$ cat src/rtl/mle_pkg.sv
`timescale 1ns / 1ps
package mle_pkg;

  // Payload widths fixed by the channel format
  localparam int unsigned PIX_W     = 16;
  localparam int unsigned DIM_W     = 9;
  localparam int unsigned DEP_W     = 16;
  localparam int unsigned MASK_W    = 27;
  localparam int unsigned CFG_IDX_W = 3;
  localparam int unsigned CFG_DAT_W = 27;

  // Defaults for the top-level parameters
  localparam int unsigned DEF_MAX_WIDTH  = 256;
  localparam int unsigned DEF_MAX_HEIGHT = 256;
  localparam int unsigned DEF_PIXEL_BITS = 16;

  // Nine store banks: plane mod 3 by row mod 3
  localparam int unsigned NBANK  = 9;
  localparam int unsigned QDEPTH = 4;

  localparam logic KIND_PIXEL = 1'b0;
  localparam logic KIND_FLUSH = 1'b1;

  typedef enum logic [CFG_IDX_W-1:0] {
    CFG_VOLUME_WIDTH     = 3'd0,
    CFG_VOLUME_HEIGHT    = 3'd1,
    CFG_VOLUME_DEPTH     = 3'd2,
    CFG_FOREGROUND_VALUE = 3'd3,
    CFG_BACKGROUND_VALUE = 3'd4,
    CFG_NEIGHBOR_MASK    = 3'd5
  } cfg_idx_t;

  localparam logic [DIM_W-1:0]  RST_VOLUME_WIDTH  = 9'd256;
  localparam logic [DIM_W-1:0]  RST_VOLUME_HEIGHT = 9'd256;
  localparam logic [DEP_W-1:0]  RST_VOLUME_DEPTH  = 16'd1;
  localparam logic [PIX_W-1:0]  RST_FOREGROUND    = 16'd1;
  localparam logic [PIX_W-1:0]  RST_BACKGROUND    = 16'd0;
  localparam logic [MASK_W-1:0] RST_NEIGHBOR_MASK = 27'd95232;

  typedef struct packed {
    logic             kind;
    logic [PIX_W-1:0] pixel_value;
  } in_t;

  typedef struct packed {
    logic [PIX_W-1:0] out_value;
    logic             end_of_volume;
  } out_t;

  // Per-output control travelling from front to back
  typedef struct packed {
    logic       last;
    logic       xl;
    logic       xr;
    logic       yl;
    logic       yr;
    logic       zl;
    logic       zr;
    logic [1:0] zm;
    logic [1:0] ym;
  } tok_t;

  // Residue arithmetic on values 0..2
  function automatic logic [1:0] mod3_add(input logic [1:0] a, input logic [1:0] b);
    logic [2:0] s;
    s = {1'b0, a} + {1'b0, b};
    return (s >= 3'd3) ? 2'(s - 3'd3) : s[1:0];
  endfunction

  function automatic logic [1:0] mod3_sub(input logic [1:0] a, input logic [1:0] b);
    return (a >= b) ? 2'(a - b) : 2'(a + 2'd3 - b);
  endfunction

endpackage

$ cat src/rtl/mle_queue.sv
`timescale 1ns / 1ps
module mle_queue
  import mle_pkg::*;
#(
  parameter int unsigned W = 8
) (
  input  logic                         clk,
  input  logic                         rst_n,
  input  logic                         push,
  input  logic [W-1:0]                 wdata,
  input  logic                         pop,
  output logic                         nonempty,
  output logic [W-1:0]                 rdata,
  output logic [$clog2(QDEPTH+1)-1:0]  cnt_r
);

  localparam int unsigned PTR_W = $clog2(QDEPTH);

  logic [W-1:0]     ent_r [QDEPTH];
  logic [PTR_W-1:0] wp_r, rp_r;

  assign nonempty = (cnt_r != '0);
  assign rdata    = ent_r[rp_r];

  // Advance pointers and count
  always_ff @(posedge clk) begin
    if (!rst_n) begin
      wp_r  <= '0;
      rp_r  <= '0;
      cnt_r <= '0;
    end else begin
      if (push) wp_r <= (32'(wp_r) == QDEPTH - 1) ? '0 : wp_r + 1'b1;
      if (pop)  rp_r <= (32'(rp_r) == QDEPTH - 1) ? '0 : rp_r + 1'b1;
      if (push && !pop) cnt_r <= cnt_r + 1'b1;
      else if (pop && !push) cnt_r <= cnt_r - 1'b1;
    end
  end

  always_ff @(posedge clk) begin
    if (push) ent_r[wp_r] <= wdata;
  end

`ifndef SYNTHESIS
  a_no_overflow: assert property (@(posedge clk) disable iff (!rst_n)
    push && !pop |-> 32'(cnt_r) < QDEPTH) else $error("queue overflow");
  a_no_underflow: assert property (@(posedge clk) disable iff (!rst_n)
    pop |-> cnt_r != '0) else $error("queue underflow");
  a_count_up: assert property (@(posedge clk) disable iff (!rst_n)
    push && !pop |=> cnt_r == $past(cnt_r) + 1'b1) else $error("queue count slip");
`endif

endmodule

$ cat config.mk
export PLATFORM = sky130hd
export DESIGN_NAME = mle_queue
export DESIGN_NICKNAME = d
export VERILOG_FILES = /design/src/rtl/mle_pkg.sv /design/src/rtl/mle_queue.sv
export SDC_FILE = /design/constraint.sdc
export NUM_CORES = 1
export LEC_CHECK = 0
export BUFFER_PORTS_ARGS = -buffer_cell sky130_fd_sc_hd__buf_2
export CAP_MARGIN = 40
export CORE_MARGIN = 10
export CORE_UTILIZATION = 59
export CTS_BUF_LIST = sky130_fd_sc_hd__clkbuf_16
export DETAILED_ROUTE_END_ITERATION = 8
export PLACE_DENSITY_LB_ADDON = 0.05
export SLEW_MARGIN = 20
export SYNTH_ARGS = -nofsm -noshare
export SYNTH_HDL_FRONTEND = slang
export SYNTH_SLANG_ARGS = --single-unit
$ cat constraint.sdc
create_clock -name clk -period 5.5 [get_ports clk]
set_input_delay 1.65 -clock clk [delete_from_list [all_inputs] [get_ports clk]]
set_output_delay 1.65 -clock clk [all_outputs]
set_load 0.1 [all_outputs]
==> impl_metrics.csv <==
group,metric,value,unit
timing,min_period,3.47,ns
cts,cts.path.max_buffers,2,
die,start_util,0.632,
cells_and_area,drive_above_1_share,0.325,
synthesis,synthesis.nets,104,
timing,maxSlewHeadroom,0.638,
cts,cts_tree,"built",
cts,numCtsBuffers,5,
synthesis,syn-cell-area,1610,um^2
synthesis,yosysTopAreaCell,"edfxtp_1",
setup_path,cp.required,3.85,ns
hold_path,min-delay-start,"cnt_r[2]",
synthesis,synth_cell_types,20,
synthesis,synth_xor_area_frac,0.0109,
synthesis,synth_top_area_frac,0.598,
cts,clock_latency,0.28,ns
routing,drt_first_iter_violations,69,
die,rows,18,
die,fp.dieH,72.2,um
routing,vias,782,
pwr,ir_drop,0.000501,V
timing,fin_crit_sh,0.632,
cts,clkSlewWorstSetupHoldPaths,0.05,ns
setup_path,r2r-end,"cnt_r[2]",
synthesis,ys_ff_latch,41,
synthesis,synth_top_family_by_area,"multiplexers",
routing,vias_per_cell,5.43,
placed_design,place_hpwl,1730,um
grt,grt_pass1_vias,872,
synthesis,synth_fa_ha_area_frac,0.0591,
routing,wl,2510,um
routing,postRouteAntennaNets,0,
hold_path,hp-class,"flip-flop to flip-flop",
setup_path,cp_max_fo,8,
die,die_area,5210,um^2
setup_path,arrival,1.82,ns
placed_design,place.gp.congestion,0.714,
setup_path,path_class,"flip-flop to output pin",
timing,worst_slew_pin_slew,0.542,ns
cts,cts_resized,0,
flow_run,maxCapViolCount,0,
grt,grt_max_degree,13,
cts,cts-root-buf,"clkbuf_16",
grt,grt_pass1_wl,4170,um
synthesis,yosys_warnings,0,
synthesis,synth_area_per_cell,18.9,um^2
placed_design,numPortBuffers,23,
synthesis,yosys.area_share.simple,0.0529,
cells_and_area,final_common_cell,"edfxtp_1",
timing,maxSlewViolCount,0,
cts,postCtsHoldBufs,0,
grt,grt_overflow,0,
cts,post-cts-setup-buffer-count,0,
timing,whs,0.546,ns
timing,fin_tns_setup,0,ns
routing,wire_per_inst,17.4,um
grt,grt.total_usage,0.106,
hold_path,holdPathStages,2,
synthesis,yosys-mux-area-fraction,0.131,
timing,hold_viol,0,
setup_path,r2r_setup_slack,4.03,ns
synthesis,syn_inst,85,
synthesis,yosysSeqAreaShare,0.710,
cts,clock-sinks,41,
cells_and_area,syn_to_final_growth,18.3,%
setup_path,startpoint_type,"flip-flop",
routing,drc,0,
setup_path,worstReg2RegStart,"cnt_r[0]",
routing,first_pass_iters,4,
outcome,status,"finished, final reports clean",
hold_path,holdPathEnd,"cnt_r[2]",
setup_path,cp-end-kind,"output pin",
cells_and_area,final_cell_mix,"32 x edfxtp_1, 23 x buf_2, 9 x dfxtp_1, 8 x mux4_2",
pwr,p_leak,0.720,nW
grt,grt_antenna_before_repair,0,
die,coreArea,2540,um^2
timing,finalClockSkew,0.00384,ns
timing,fmax,288,MHz
synthesis,synth_compound_area_frac,0.0171,
cts,h-tree-depth,2,
cells_and_area,diodes,0,
timing,setup_violations,0,
die,die_x,72.2,um
setup_path,rr_worst_depth,4,
cells_and_area,fin_nets,132,
pwr,power_density,436,nW/um^2
die,io_pins,24,
synthesis,netlist_top_cells_area,"edfxtp_1 60%, dfxtp_1 11%, mux4_2 11%",
timing,grt_setup_unrepaired,"false",
==> through the flow <==
stage               cells  power (mW)  instance area, um^2  utilization  setup WS (ns)
finish                144       0.829                 1900        0.747           2.03
global route          144       0.860                 1900        0.747           1.90
CTS                   144       0.836                 1900        0.747           1.99
detailed placement    136       0.537                 1740        0.685           2.30
global placement      136       0.534                 1740        0.685           2.31
floorplan              85       0.510                 1610            -           2.03
==> cell usage after synthesis <==
library cell	n
edfxtp_1	32
dfxtp_1	9
mux4_2	8
ha_1	6
and2_1	5
inv_1	4
nor2b_1	4
mux2i_1	3
o21a_1	2
or3_1	2
a21boi_1	1
buf_6	1
clkbuf_2	1
fa_1	1
nor2_1	1
nor3_1	1
nor3b_1	1
o21ai_0	1
xnor2_1	1
xor2_1	1
==> cell families after synthesis <==
group	Yosys count
buffers and inverters	6
flip-flops	41
adder cells (fa/ha/maj)	7
multiplexers	11
AO/OA/AOI/OAI	4
AND/OR/NAND/NOR	14
XOR/XNOR	2
==> worst max path at each step <==
stage	start	to	slack, ns	depth (start not counted)
6_report	flip-flop	rdata[2]	2.03	2
5_1_grt	flip-flop	rdata[6]	1.90	2
4_1_cts	flip-flop	rdata[0]	1.99	2
3_5_place_dp	flip-flop	rdata[2]	2.30	2
3_3_place_gp	flip-flop	rdata[2]	2.31	2
2_1_floorplan	cnt_r[0]	nonempty	2.03	1
==> sequential cells by signal, summed over array words and instances (netlist names), named ones only <==
| register | cells |
|---|---|
| rp_r | 2 |
| wp_r | 2 |
| ent_r | 32 |
| cnt_r | 3 |
==> metal layers <==
metal | share of wire | up-vias | track usage
met2 | 0.50 | 28 | 0.167
met1 | 0.42 | 372 | 0.118
met3 | 0.062 | 4 | 0.0476
met5 | 0 | - | 0
li1 | - | 378 | -
met4 | 0.018 | 0 | 0.0516
==> where the power goes <==
group	internal, mW	leakage (nW)	total (mW)	switching [mW]
Sequential	0.351	0.368	0.364	0.0124
Clock	0.192	0.0808	0.299	0.107
Combinational	0.0363	0.271	0.166	0.129
==> critical path: stages, from the launching register on <==
cell and delay (ns):
dfxtp_1 0.66, mux4_2 0.57, buf_2 0.31
==> final cells by class <==
class | count | area (um^2)
Clock inverter | 2 | 7.51
Multi-Input combinational cell | 38 | 435
Clock buffer | 6 | 150
Fill cell | 156 | 643
Timing Repair Buffer | 23 | 115
Sequential cell | 41 | 1140
Inverter | 4 | 15.0
Tap cell | 30 | 37.5
(Power assumes the default switching activity.)
