## src/rtl/mle_pkg.sv

```systemverilog
`timescale 1ns / 1ps
package mle_pkg;

  // Payload widths fixed by the channel format
  localparam int unsigned PIX_W     = 16;
  localparam int unsigned DIM_W     = 9;
  localparam int unsigned DEP_W     = 16;
  localparam int unsigned MASK_W    = 27;
  localparam int unsigned CFG_IDX_W = 3;
  localparam int unsigned CFG_DAT_W = 27;

  // Defaults for the top-level parameters
  localparam int unsigned DEF_MAX_WIDTH  = 256;
  localparam int unsigned DEF_MAX_HEIGHT = 256;
  localparam int unsigned DEF_PIXEL_BITS = 16;

  // Nine store banks: plane mod 3 by row mod 3
  localparam int unsigned NBANK  = 9;
  localparam int unsigned QDEPTH = 4;

  localparam logic KIND_PIXEL = 1'b0;
  localparam logic KIND_FLUSH = 1'b1;

  typedef enum logic [CFG_IDX_W-1:0] {
    CFG_VOLUME_WIDTH     = 3'd0,
    CFG_VOLUME_HEIGHT    = 3'd1,
    CFG_VOLUME_DEPTH     = 3'd2,
    CFG_FOREGROUND_VALUE = 3'd3,
    CFG_BACKGROUND_VALUE = 3'd4,
    CFG_NEIGHBOR_MASK    = 3'd5
  } cfg_idx_t;

  localparam logic [DIM_W-1:0]  RST_VOLUME_WIDTH  = 9'd256;
  localparam logic [DIM_W-1:0]  RST_VOLUME_HEIGHT = 9'd256;
  localparam logic [DEP_W-1:0]  RST_VOLUME_DEPTH  = 16'd1;
  localparam logic [PIX_W-1:0]  RST_FOREGROUND    = 16'd1;
  localparam logic [PIX_W-1:0]  RST_BACKGROUND    = 16'd0;
  localparam logic [MASK_W-1:0] RST_NEIGHBOR_MASK = 27'd95232;

  typedef struct packed {
    logic             kind;
    logic [PIX_W-1:0] pixel_value;
  } in_t;

  typedef struct packed {
    logic [PIX_W-1:0] out_value;
    logic             end_of_volume;
  } out_t;

  // Per-output control travelling from front to back
  typedef struct packed {
    logic       last;
    logic       xl;
    logic       xr;
    logic       yl;
    logic       yr;
    logic       zl;
    logic       zr;
    logic [1:0] zm;
    logic [1:0] ym;
  } tok_t;

  // Residue arithmetic on values 0..2
  function automatic logic [1:0] mod3_add(input logic [1:0] a, input logic [1:0] b);
    logic [2:0] s;
    s = {1'b0, a} + {1'b0, b};
    return (s >= 3'd3) ? 2'(s - 3'd3) : s[1:0];
  endfunction

  function automatic logic [1:0] mod3_sub(input logic [1:0] a, input logic [1:0] b);
    return (a >= b) ? 2'(a - b) : 2'(a + 2'd3 - b);
  endfunction

endpackage

```

## src/rtl/mle_front.sv

```systemverilog
`timescale 1ns / 1ps
module mle_front
  import mle_pkg::*;
#(
  parameter int unsigned MAX_WIDTH  = DEF_MAX_WIDTH,
  parameter int unsigned MAX_HEIGHT = DEF_MAX_HEIGHT,
  parameter int unsigned PIXEL_BITS = DEF_PIXEL_BITS,
  parameter int unsigned XW = $clog2(MAX_WIDTH),
  parameter int unsigned QW = 7,
  parameter int unsigned AW = QW + XW
) (
  input  logic                     clk,
  input  logic                     rst_n,
  input  logic                     acc,
  input  in_t                      in_data,
  input  logic [DIM_W-1:0]         cfg_w,
  input  logic [DIM_W-1:0]         cfg_h,
  input  logic [DEP_W-1:0]         cfg_d,
  output logic                     we,
  output logic [1:0]               wz,
  output logic [1:0]               wy,
  output logic [AW-1:0]            waddr,
  output logic [PIXEL_BITS-1:0]    wdata,
  output logic [NBANK-1:0][AW-1:0] raddr_a,
  output logic [NBANK-1:0][AW-1:0] raddr_b,
  output logic                     tok_v_r,
  output tok_t                     tok_r
);

  localparam int unsigned YW = $clog2(MAX_HEIGHT);
  localparam int unsigned WW = $clog2(MAX_WIDTH + 1);
  localparam int unsigned HW = $clog2(MAX_HEIGHT + 1);

  logic [WW-1:0]    w_eff;
  logic [HW-1:0]    h_eff;
  logic [DEP_W-1:0] d_eff;

  // Arrival and emit positions, rows and planes also kept as div/mod 3
  logic [XW-1:0]    ix_r, ix_nxt, ex_r, ex_nxt;
  logic [YW-1:0]    iy_r, iy_nxt, ey_r, ey_nxt;
  logic [QW-1:0]    iyq_r, iyq_nxt, eyq_r, eyq_nxt;
  logic [1:0]       iym_r, iym_nxt, eym_r, eym_nxt;
  logic [DEP_W-1:0] iz_r, iz_nxt, ez_r, ez_nxt;
  logic [1:0]       izm_r, izm_nxt, ezm_r, ezm_nxt;

  logic [XW-1:0]    ix_a, ex_a;
  logic [YW-1:0]    iy_a, ey_a;
  logic [QW-1:0]    iyq_a, eyq_a;
  logic [1:0]       iym_a, eym_a, izm_a, ezm_a;
  logic [DEP_W-1:0] iz_a, ez_a;
  logic             e_last;

  logic             in_done;
  logic [XW-1:0]    nx;
  logic [YW-1:0]    ny;
  logic [DEP_W-1:0] nz;
  logic             ready;
  logic             emit;
  tok_t             tok_nxt;

  // Clamp the volume size to what the store holds
  always_comb begin
    if (cfg_w == '0) w_eff = WW'(1);
    else if (32'(cfg_w) > 32'(MAX_WIDTH)) w_eff = WW'(MAX_WIDTH);
    else w_eff = WW'(cfg_w);
    if (cfg_h == '0) h_eff = HW'(1);
    else if (32'(cfg_h) > 32'(MAX_HEIGHT)) h_eff = HW'(MAX_HEIGHT);
    else h_eff = HW'(cfg_h);
    d_eff = (cfg_d == '0) ? DEP_W'(1) : cfg_d;
  end

  assign in_done = (iz_r >= d_eff);
  assign we      = acc && (in_data.kind == KIND_PIXEL) && !in_done;
  assign wz      = izm_r;
  assign wy      = iym_r;
  assign waddr   = {iyq_r, ix_r};
  assign wdata   = PIXEL_BITS'(in_data.pixel_value);

  // Step the arrival position
  always_comb begin
    ix_a = ix_r; iy_a = iy_r; iyq_a = iyq_r; iym_a = iym_r; iz_a = iz_r; izm_a = izm_r;
    if (32'(ix_r) + 1 < 32'(w_eff)) begin
      ix_a = ix_r + 1'b1;
    end else begin
      ix_a = '0;
      if (32'(iy_r) + 1 < 32'(h_eff)) begin
        iy_a  = iy_r + 1'b1;
        iym_a = mod3_add(iym_r, 2'd1);
        iyq_a = (iym_r == 2'd2) ? iyq_r + 1'b1 : iyq_r;
      end else begin
        iy_a  = '0;
        iym_a = '0;
        iyq_a = '0;
        iz_a  = iz_r + 1'b1;
        izm_a = mod3_add(izm_r, 2'd1);
      end
    end
  end

  // Step the emit position; passing the last plane ends the volume
  always_comb begin
    ex_a = ex_r; ey_a = ey_r; eyq_a = eyq_r; eym_a = eym_r; ez_a = ez_r; ezm_a = ezm_r;
    e_last = 1'b0;
    if (32'(ex_r) + 1 < 32'(w_eff)) begin
      ex_a = ex_r + 1'b1;
    end else begin
      ex_a = '0;
      if (32'(ey_r) + 1 < 32'(h_eff)) begin
        ey_a  = ey_r + 1'b1;
        eym_a = mod3_add(eym_r, 2'd1);
        eyq_a = (eym_r == 2'd2) ? eyq_r + 1'b1 : eyq_r;
      end else begin
        ey_a   = '0;
        eym_a  = '0;
        eyq_a  = '0;
        ez_a   = ez_r + 1'b1;
        ezm_a  = mod3_add(ezm_r, 2'd1);
        e_last = (32'(ez_r) + 1 >= 32'(d_eff));
      end
    end
  end

  // Arrival position after this beat's write
  always_comb begin
    ix_nxt = ix_r; iy_nxt = iy_r; iyq_nxt = iyq_r; iym_nxt = iym_r;
    iz_nxt = iz_r; izm_nxt = izm_r;
    if (we) begin
      ix_nxt = ix_a; iy_nxt = iy_a; iyq_nxt = iyq_a; iym_nxt = iym_a;
      iz_nxt = iz_a; izm_nxt = izm_a;
    end
  end

  // Window corner, clipped to the volume
  always_comb begin
    nx = (32'(ex_r) + 1 < 32'(w_eff)) ? ex_r + 1'b1 : XW'(w_eff - 1'b1);
    ny = (32'(ey_r) + 1 < 32'(h_eff)) ? ey_r + 1'b1 : YW'(h_eff - 1'b1);
    nz = (32'(ez_r) + 1 < 32'(d_eff)) ? ez_r + 1'b1 : d_eff - 1'b1;
  end

  always_comb begin
    if (iz_nxt >= d_eff) ready = 1'b1;
    else if (iz_nxt != nz) ready = (iz_nxt > nz);
    else if (iy_nxt != ny) ready = (iy_nxt > ny);
    else ready = (ix_nxt > nx);
  end

  assign emit = acc && ready;

  // Read columns x and x+1 of the nine window rows, one row per bank
  always_comb begin
    logic [1:0]    dyi;
    logic [QW-1:0] q;
    for (int p = 0; p < NBANK; p++) begin
      dyi = mod3_add(mod3_sub(2'(p % 3), eym_r), 2'd1);
      case (dyi)
        2'd0:    q = (eym_r == 2'd0) ? ((eyq_r == '0) ? '0 : eyq_r - 1'b1) : eyq_r;
        2'd2:    q = (eym_r == 2'd2) ? eyq_r + 1'b1 : eyq_r;
        default: q = eyq_r;
      endcase
      raddr_a[p] = {q, ex_r};
      raddr_b[p] = {q, ex_r + 1'b1};
    end
  end

  always_comb begin
    tok_nxt.last = e_last;
    tok_nxt.xl   = (ex_r != '0);
    tok_nxt.xr   = (32'(ex_r) + 1 < 32'(w_eff));
    tok_nxt.yl   = (ey_r != '0);
    tok_nxt.yr   = (32'(ey_r) + 1 < 32'(h_eff));
    tok_nxt.zl   = (ez_r != '0);
    tok_nxt.zr   = (32'(ez_r) + 1 < 32'(d_eff));
    tok_nxt.zm   = ezm_r;
    tok_nxt.ym   = eym_r;
  end

  always_comb begin
    ex_nxt = ex_r; ey_nxt = ey_r; eyq_nxt = eyq_r; eym_nxt = eym_r;
    ez_nxt = ez_r; ezm_nxt = ezm_r;
    if (emit) begin
      ex_nxt = ex_a; ey_nxt = ey_a; eyq_nxt = eyq_a; eym_nxt = eym_a;
      ez_nxt = ez_a; ezm_nxt = ezm_a;
    end
  end

  // Hold positions; clear both at the end of a volume
  always_ff @(posedge clk) begin
    if (!rst_n || (emit && e_last)) begin
      ix_r <= '0; iy_r <= '0; iyq_r <= '0; iym_r <= '0; iz_r <= '0; izm_r <= '0;
      ex_r <= '0; ey_r <= '0; eyq_r <= '0; eym_r <= '0; ez_r <= '0; ezm_r <= '0;
    end else begin
      ix_r <= ix_nxt; iy_r <= iy_nxt; iyq_r <= iyq_nxt; iym_r <= iym_nxt;
      iz_r <= iz_nxt; izm_r <= izm_nxt;
      ex_r <= ex_nxt; ey_r <= ey_nxt; eyq_r <= eyq_nxt; eym_r <= eym_nxt;
      ez_r <= ez_nxt; ezm_r <= ezm_nxt;
    end
  end

  // Token lines up with the registered store read
  always_ff @(posedge clk) begin
    if (!rst_n) begin
      tok_v_r <= 1'b0;
    end else begin
      tok_v_r <= emit;
    end
    tok_r <= tok_nxt;
  end

endmodule

```

## config.mk

```make
export PLATFORM = sky130hd
export DESIGN_NAME = mle_front
export DESIGN_NICKNAME = d
export VERILOG_FILES = /design/src/rtl/mle_pkg.sv /design/src/rtl/mle_front.sv
export SDC_FILE = /design/constraint.sdc
export NUM_CORES = 1
export LEC_CHECK = 0
export BUFFER_PORTS_ARGS = -buffer_cell sky130_fd_sc_hd__clkbuf_2
export CAP_MARGIN = 15
export CELL_PAD_IN_SITES_DETAIL_PLACEMENT = 1
export CELL_PAD_IN_SITES_GLOBAL_PLACEMENT = 1
export CORE_MARGIN = 1
export CORE_UTILIZATION = 37
export CTS_CLUSTER_DIAMETER = 80
export CTS_CLUSTER_SIZE = 20
export DETAILED_ROUTE_END_ITERATION = 8
export HOLD_SLACK_MARGIN = 0.12
export PLACE_DENSITY = 0.83
export RECOVER_POWER = 100
export SETUP_SLACK_MARGIN = 0.2
export SLEW_MARGIN = 40
export SYNTH_ARGS = -nofsm -noshare
export SYNTH_HDL_FRONTEND = slang
export SYNTH_SLANG_ARGS = --single-unit
```

## constraint.sdc

```tcl
create_clock -name clk -period 7.5 [get_ports clk]
set_clock_uncertainty 0.2 [all_clocks]
set_input_delay 0.375 -clock clk [delete_from_list [all_inputs] [get_ports clk]]
set_output_delay 0.375 -clock clk [all_outputs]
set_load 0.02 [all_outputs]
```

==> results of run 1 <==
## cells by family after synthesis
| family | after synthesis |
|---|---|
| AND/OR/NAND/NOR | 454 |
| buffers and inverters | 358 |
| AO/OA/AOI/OAI | 293 |
| adder cells (fa/ha/maj) | 133 |
| flip-flops | 98 |
| XOR/XNOR | 81 |
| multiplexers | 23 |
## sequential cells by signal, summed over array words and instances (netlist names), 2 cells and up
name and flops:
ey_r 8, iz_r 16, eyq_r 7, iy_r 8, tok_r 11, wy 2
ezm_r 2, wz 2, ix_r 8, ez_r 16, ex_r 8, iyq_r 7
eym_r 2
## per-stage QoR
step	setup slack [ns]	hold WS (ns)	instance area (um^2)	std cells
finish	0.631	0.190	11200	1912
global route	0.109	0.202	11200	1912
CTS	0.650	0.190	11700	1907
detailed placement	0.522	0.186	11400	1891
global placement	0.457	0.179	11400	1891
floorplan	1.59	0.165	11100	1440
## layout make-up
type | instances | area, um^2 | share of cell area (%)
timing repair buffer | 365 | 1480 | 13.2
inverter | 65 | 244 | 2.17
clock buffer | 9 | 225 | 2.00
multi-input combinational | 984 | 6780 | 60.2
sequential | 98 | 1960 | 17.4
tap | 384 | 480 | 4.27
clock inverter | 7 | 77.6 | 0.690
## where the power goes
group | switching [W] | total [W] | internal (W)
Combinational | 0.0000919 | 0.000139 | 0.0000474
Sequential | 0.00000167 | 0.000523 | 0.000521
Clock | 0.000231 | 0.000493 | 0.000263
## worst max-delay path: cells and delay by family
family	cells	cell delay, ns
buffers and inverters	3	0.54
AO/OA/AOI/OAI	12	2.68
XOR/XNOR	1	0.31
adder cells (fa/ha/maj)	2	0.57
AND/OR/NAND/NOR	9	2.44
## placed cells by master (no fill, tap or decap), types with 10 or more instances in the layout
master,count
a21boi_0,12
xor2_1,22
and3_1,11
nor2_1,99
buf_4,15
ha_1,133
xnor2_1,58
dfxtp_1,98
nand3_1,50
nor4_1,11
nand2b_1,10
nor3_1,24
o21ai_0,67
nand2_1,146
nor2b_1,33
o22ai_1,13
a21oi_1,87
clkbuf_2,43
a21o_1,22
nand4_1,24
clkbuf_1,306
inv_1,61
or3_1,11
mux2i_1,19
## layer usage
layer / global-route usage (%) / wire length [um]
met5: 0 / 0
met1: 27.5 / 15400
met2: 37.6 / 16900
met4: 5.51 / 590
met3: 3.02 / 1250
## repair_timing
item	CTS	global route
buffers inserted	0	5
endpoints found under the setup margin	0	43
gates resized for setup	0	3
hold buffers	0	0
## worst max-delay path by stage
stage | cells past startpoint | to
after global routing | 27 | eyq_r[3]
final | 27 | eyq_r[3]
after detailed placement | 26 | ex_r[2]
after CTS | 28 | eym_r[0]
after floorplan | 27 | ex_r[6]
after global placement | 26 | ex_r[6]
==> results.toml, run 1 <==
[sta]
maxSlewViolCount = 0
grt_setup_unrepaired = "no"
report.final.hold_viol_count = 0
final_period_minus_worst_setup_slack_ns = 6.87
final-setup-viol-count = 0
max_clock_freq_mhz = 146
timing.slew.headroom_pct = 26.6
finalCritPeriodShare_pct = 91.6
setup-tns-final_ns = 0
worst-slew-pin-transition_ns = 1.10

[synth]
synth_area_per_cell_um2 = 7.70
yosys-mux-area-fraction_pct = 2.12
post_synthesis_cells = 1440
synth-warning-count = 0
synthArstFlopShare_pct = 0
synth_sequential_area_ratio_pct = 17.7
synth_compound_area_share_pct = 17.8
synth_area_um2 = 11100
synth_enable_flop_cells = 0
adder_cell_share_of_the_synthesized_area_pct = 15.0
post_synth_xor_area_fraction_pct = 6.53
mapped_nets = 1627
post_synth_most_frequent_cells = "250 x buf_4, 146 x nand2_1, 133 x ha_1"
ys_top_cells_by_area = "dfxtp_1 18%, buf_4 17%, ha_1 15%"
synth_top_family_by_area = "buffers and inverters"
most_frequent_cell_after_synthesis = "buf_4"
yosys_register_bits = 98
synthDistinctLibCells = 77
synth_area_leader_cell = "dfxtp_1"
synth_ff_type = "dfxtp_1"
synthSimpleGateAreaFrac_pct = 20.0
synth.top_cell.area_share_pct = 17.7

[worst_hold_path]
hold_start = "ezm_r[0]"
hold_path_end = "tok_r[2]"
holdCritPathClass = "reg2reg"
timing.hold.worst_path_depth = 0

[clock_tree]
clkLatencyLatePin_ns = 0.36
clock_pin_slew_on_the_worst_setup_and_hold_paths_ns = 0.07
clock_tree.root_cell = "clkbuf_16"
tritoncts = "done"
cts_max_path_buffers = 2
clock_tree.htree_level_count = 3
tritoncts_num_sinks = 98
num_cts_buffers = 9

[power_and_ir_drop]
vdd_ir_max_mv = 0.0938
leakage_nw = 4.63
pwr_dens_nw_per_um2 = 103
total_power_w = 0.00116

[status]
status = "finished, final reports clean"

[final_layout]
final_core_utilization_pct = 38.7
nNetsFinal = 1710
post_route_cells_drive_above_1_share_pct = 6.68
n_fill_cell = 3854
insertedDiodeCount = 0
area_growth_syn_to_layout_pct = 1.50

[worst_setup_path]
setup.worst_path.start = "cfg_d[7]"
r2r.worst_path.cells = 30
timing.rr.start = "ez_r[2]"
end_kind = "flop"
critical_path.reg2reg.endpoint = "ey_r[6]"
cpPeakStageDelay_ns = 0.52
cp_data_arrival_time_ns = 6.93
worstPathRequired_ns = 7.56
regToRegSetupSlack_ns = 0.78
worst_path_maximum_fanout = 10
critical_path.slowest_cell = "nor4_1"
criticalPathCategory = "in2reg"
worstSetupStartpointType = "primary input"

[detailed_routing]
drt_pass1_iterations = 4
dr.first_iter.drc_count = 442
route.antenna.remaining_nets = 0
route.detailed.drc = 0
routed_via_count = 10200
wl_per_cell_um = 17.9
wirelength_routed_um = 34200
routed_via_count_divided_by_cell_count = 5.32

[global_route]
number_of_global_route_vias_before_repair = 10200
gr-total-overflow = 0
grt_pass1_wl_um = 54100
grtUsageTotal_pct = 21.5
antenna_found_initial = 0
maximum_number_of_pins_on_one_net_before_global_route_repair = 56

[floorplanning]
fp.dieArea_um2 = 30600
ios = 372
initial_utilization_pct = 38.1
die_h_um = 175
core_um2 = 29100
placement_rows = 62
die-width_um = 175

[placement]
final_wtd_congestion = 0.896
numPortBuffers = 339
post-dp-hpwl_um = 26900

[job]
max_cap_violations = 0
Power figures use the tool's default switching activity.
==> inputs of run 2 (changes only) <==
RECOVER_POWER = 50   (was 100)
==> run 2 against run 1 <==
  * Non-clock buffer count unchanged
  * Flip-flop and latch count unchanged
  * Clock-buffer cell count unchanged
  * Power barely moved
  * Largest cell class unchanged
  * Global-route usage unchanged
  * Cell count did not move
  * Sequential share of layout area down 0.33 points
  * Final area up 1.9%
  * Register-to-register slack better by 0.04 ns
  * Utilization grew 0.74 points
  * Clock power about the same
==> results.toml, run 2 (synthesized netlist as in run 1, its figures left out) <==
[status]
status = "finished, final reports clean"

[power_and_ir_drop]
leakage_nw = 5.09
vdd_ir_max_mv = 0.0942
total_power_w = 0.00116
pwr_dens_nw_per_um2 = 101

[final_layout]
leading_cell_type_in_the_layout_fill_and_taps_excluded = "clkbuf_1"
area_growth_syn_to_layout_pct = 3.45
ff_latch_area_um2 = 1960
stdcell_area_um2 = 11500
n_fill_cell = 3809
insertedDiodeCount = 0
most-common-layout-cells = "184 x clkbuf_1, 159 x clkbuf_2, 146 x nand2_1, 133 x ha_1, 99 x nor2_1"
multi_input_comb_area_um2 = 6820
nNetsFinal = 1710
reg_top3 = "ez_r x16, iz_r x16, tok_r x11"
post_route_cells_drive_above_1_share_pct = 15.2

[sta]
setup-tns-final_ns = 0
max_clock_freq_mhz = 148
grt_setup_unrepaired = "no"
final-setup-viol-count = 0
hold-worst-slack_ns = 0.191
report.final.hold_viol_count = 0
maxSlewViolCount = 0
final_period_minus_worst_setup_slack_ns = 6.74
worst-slew-pin-transition_ns = 0.784
timing.slew.headroom_pct = 47.2
finalCritPeriodShare_pct = 89.9

[clock_tree]
cts_max_path_buffers = 2
tritoncts_num_sinks = 98
post_cts_hold_buffer_count = 0
clkLatencyLatePin_ns = 0.36
clock_tree.htree_level_count = 3
clock_pin_slew_on_the_worst_setup_and_hold_paths_ns = 0.07
tritoncts = "done"
num_cts_buffers = 9
clock_tree.root_cell = "clkbuf_16"

[placement]
final_wtd_congestion = 0.896
post-dp-hpwl_um = 26900
numPortBuffers = 339
placed_area_um2 = 11400

[detailed_routing]
routed_via_count_divided_by_cell_count = 5.31
wirelength_routed_um = 34100
wl_per_cell_um = 17.8
drt_pass1_iterations = 5
routed_via_count = 10200
route.detailed.drc = 0
route.antenna.remaining_nets = 0
dr.first_iter.drc_count = 451

[worst_setup_path]
critical_path.top_delay_family = "simple AND/OR/NAND/NOR gates"
cp_num_buf_inv = 4
r2r.worst_path.cells = 30
criticalPathCategory = "in2reg"
critical_path.slowest_cell = "nor4_1"
worst_path_maximum_fanout = 20
cpPeakStageDelay_ns = 0.52
cp_data_arrival_time_ns = 6.77
worstPathRequired_ns = 7.53
end_kind = "flop"
worstSetupStartpointType = "primary input"
timing.critical_path.depth = 28

[global_route]
grt_pass1_wl_um = 54100
gr-total-overflow = 0
grtUsageTotal_pct = 21.5
maximum_number_of_pins_on_one_net_before_global_route_repair = 56
number_of_global_route_vias_before_repair = 10200
antenna_found_initial = 0

[floorplanning]
die-width_um = 175
core_um2 = 29100
placement_rows = 62
die_h_um = 175
fp.dieArea_um2 = 30600
ios = 372
initial_utilization_pct = 38.1

[worst_hold_path]
holdCritPathClass = "reg2reg"
timing.hold.worst_path_depth = 0

[job]
max_cap_violations = 0
[run 2: worst paths after layout]
check             end      from  slack [ns]
max           ez_r[4]  cfg_d[7]        0.76
min          tok_r[2]  ezm_r[0]        0.19
max reg2reg   ez_r[4]   ez_r[2]        0.82
min reg2reg  tok_r[2]  ezm_r[0]        0.19
[run 2: metal layers]
layer  vias to the layer above  routed length [um]  global-route usage [%]
met5                         -                   0                       0
met4                         0                 581                    5.51
met3                        41                1370                    3.02
met2                       233               16900                    37.6
met1                      4924               15200                    27.5
li1                       4953                   -                       -
[run 2: area by class of cell]
class,instances,share of cell area [%]
Multi-Input combinational cell,984,59.5
Clock buffer,9,1.96
Sequential cell,98,17.1
Clock inverter,7,0.677
Inverter,65,2.13
Timing Repair Buffer,365,14.4
Tap cell,384,4.19
[run 2: stage by stage]
step,util (%),cells,worst slack [ns]
3_3_place_gp,39.0,1891,0.457
3_5_place_dp,39.0,1891,0.522
5_1_grt,39.4,1912,0.202
4_1_cts,40.1,1907,0.650
2_1_floorplan,-,1440,1.59
6_report,39.4,1912,0.757
[run 2: worst register-to-register path: cells and delay by family (launching register included)]
kind	cells	cell delay (ns)
compound gates	9	1.59
simple gates	13	2.44
buf+inv	5	1.08
fa+ha+maj	2	0.61
flops	1	0.47
xor+xnor	1	0.17
[run 2: where the power goes]
group	total, W	switching, W	internal, W	leakage [nW]
Clock	0.000493	0.000230	0.000263	0.152
Sequential	0.000523	0.00000165	0.000521	0.789
Combinational	0.000140	0.0000924	0.0000478	4.15
Total	0.00116	0.000325	0.000832	5.09
[run 2: repair_timing]
action | in CTS | in global routing
setup buffers | 0 | 5
resized for setup | 0 | 3
setup endpoints to repair | 0 | 43
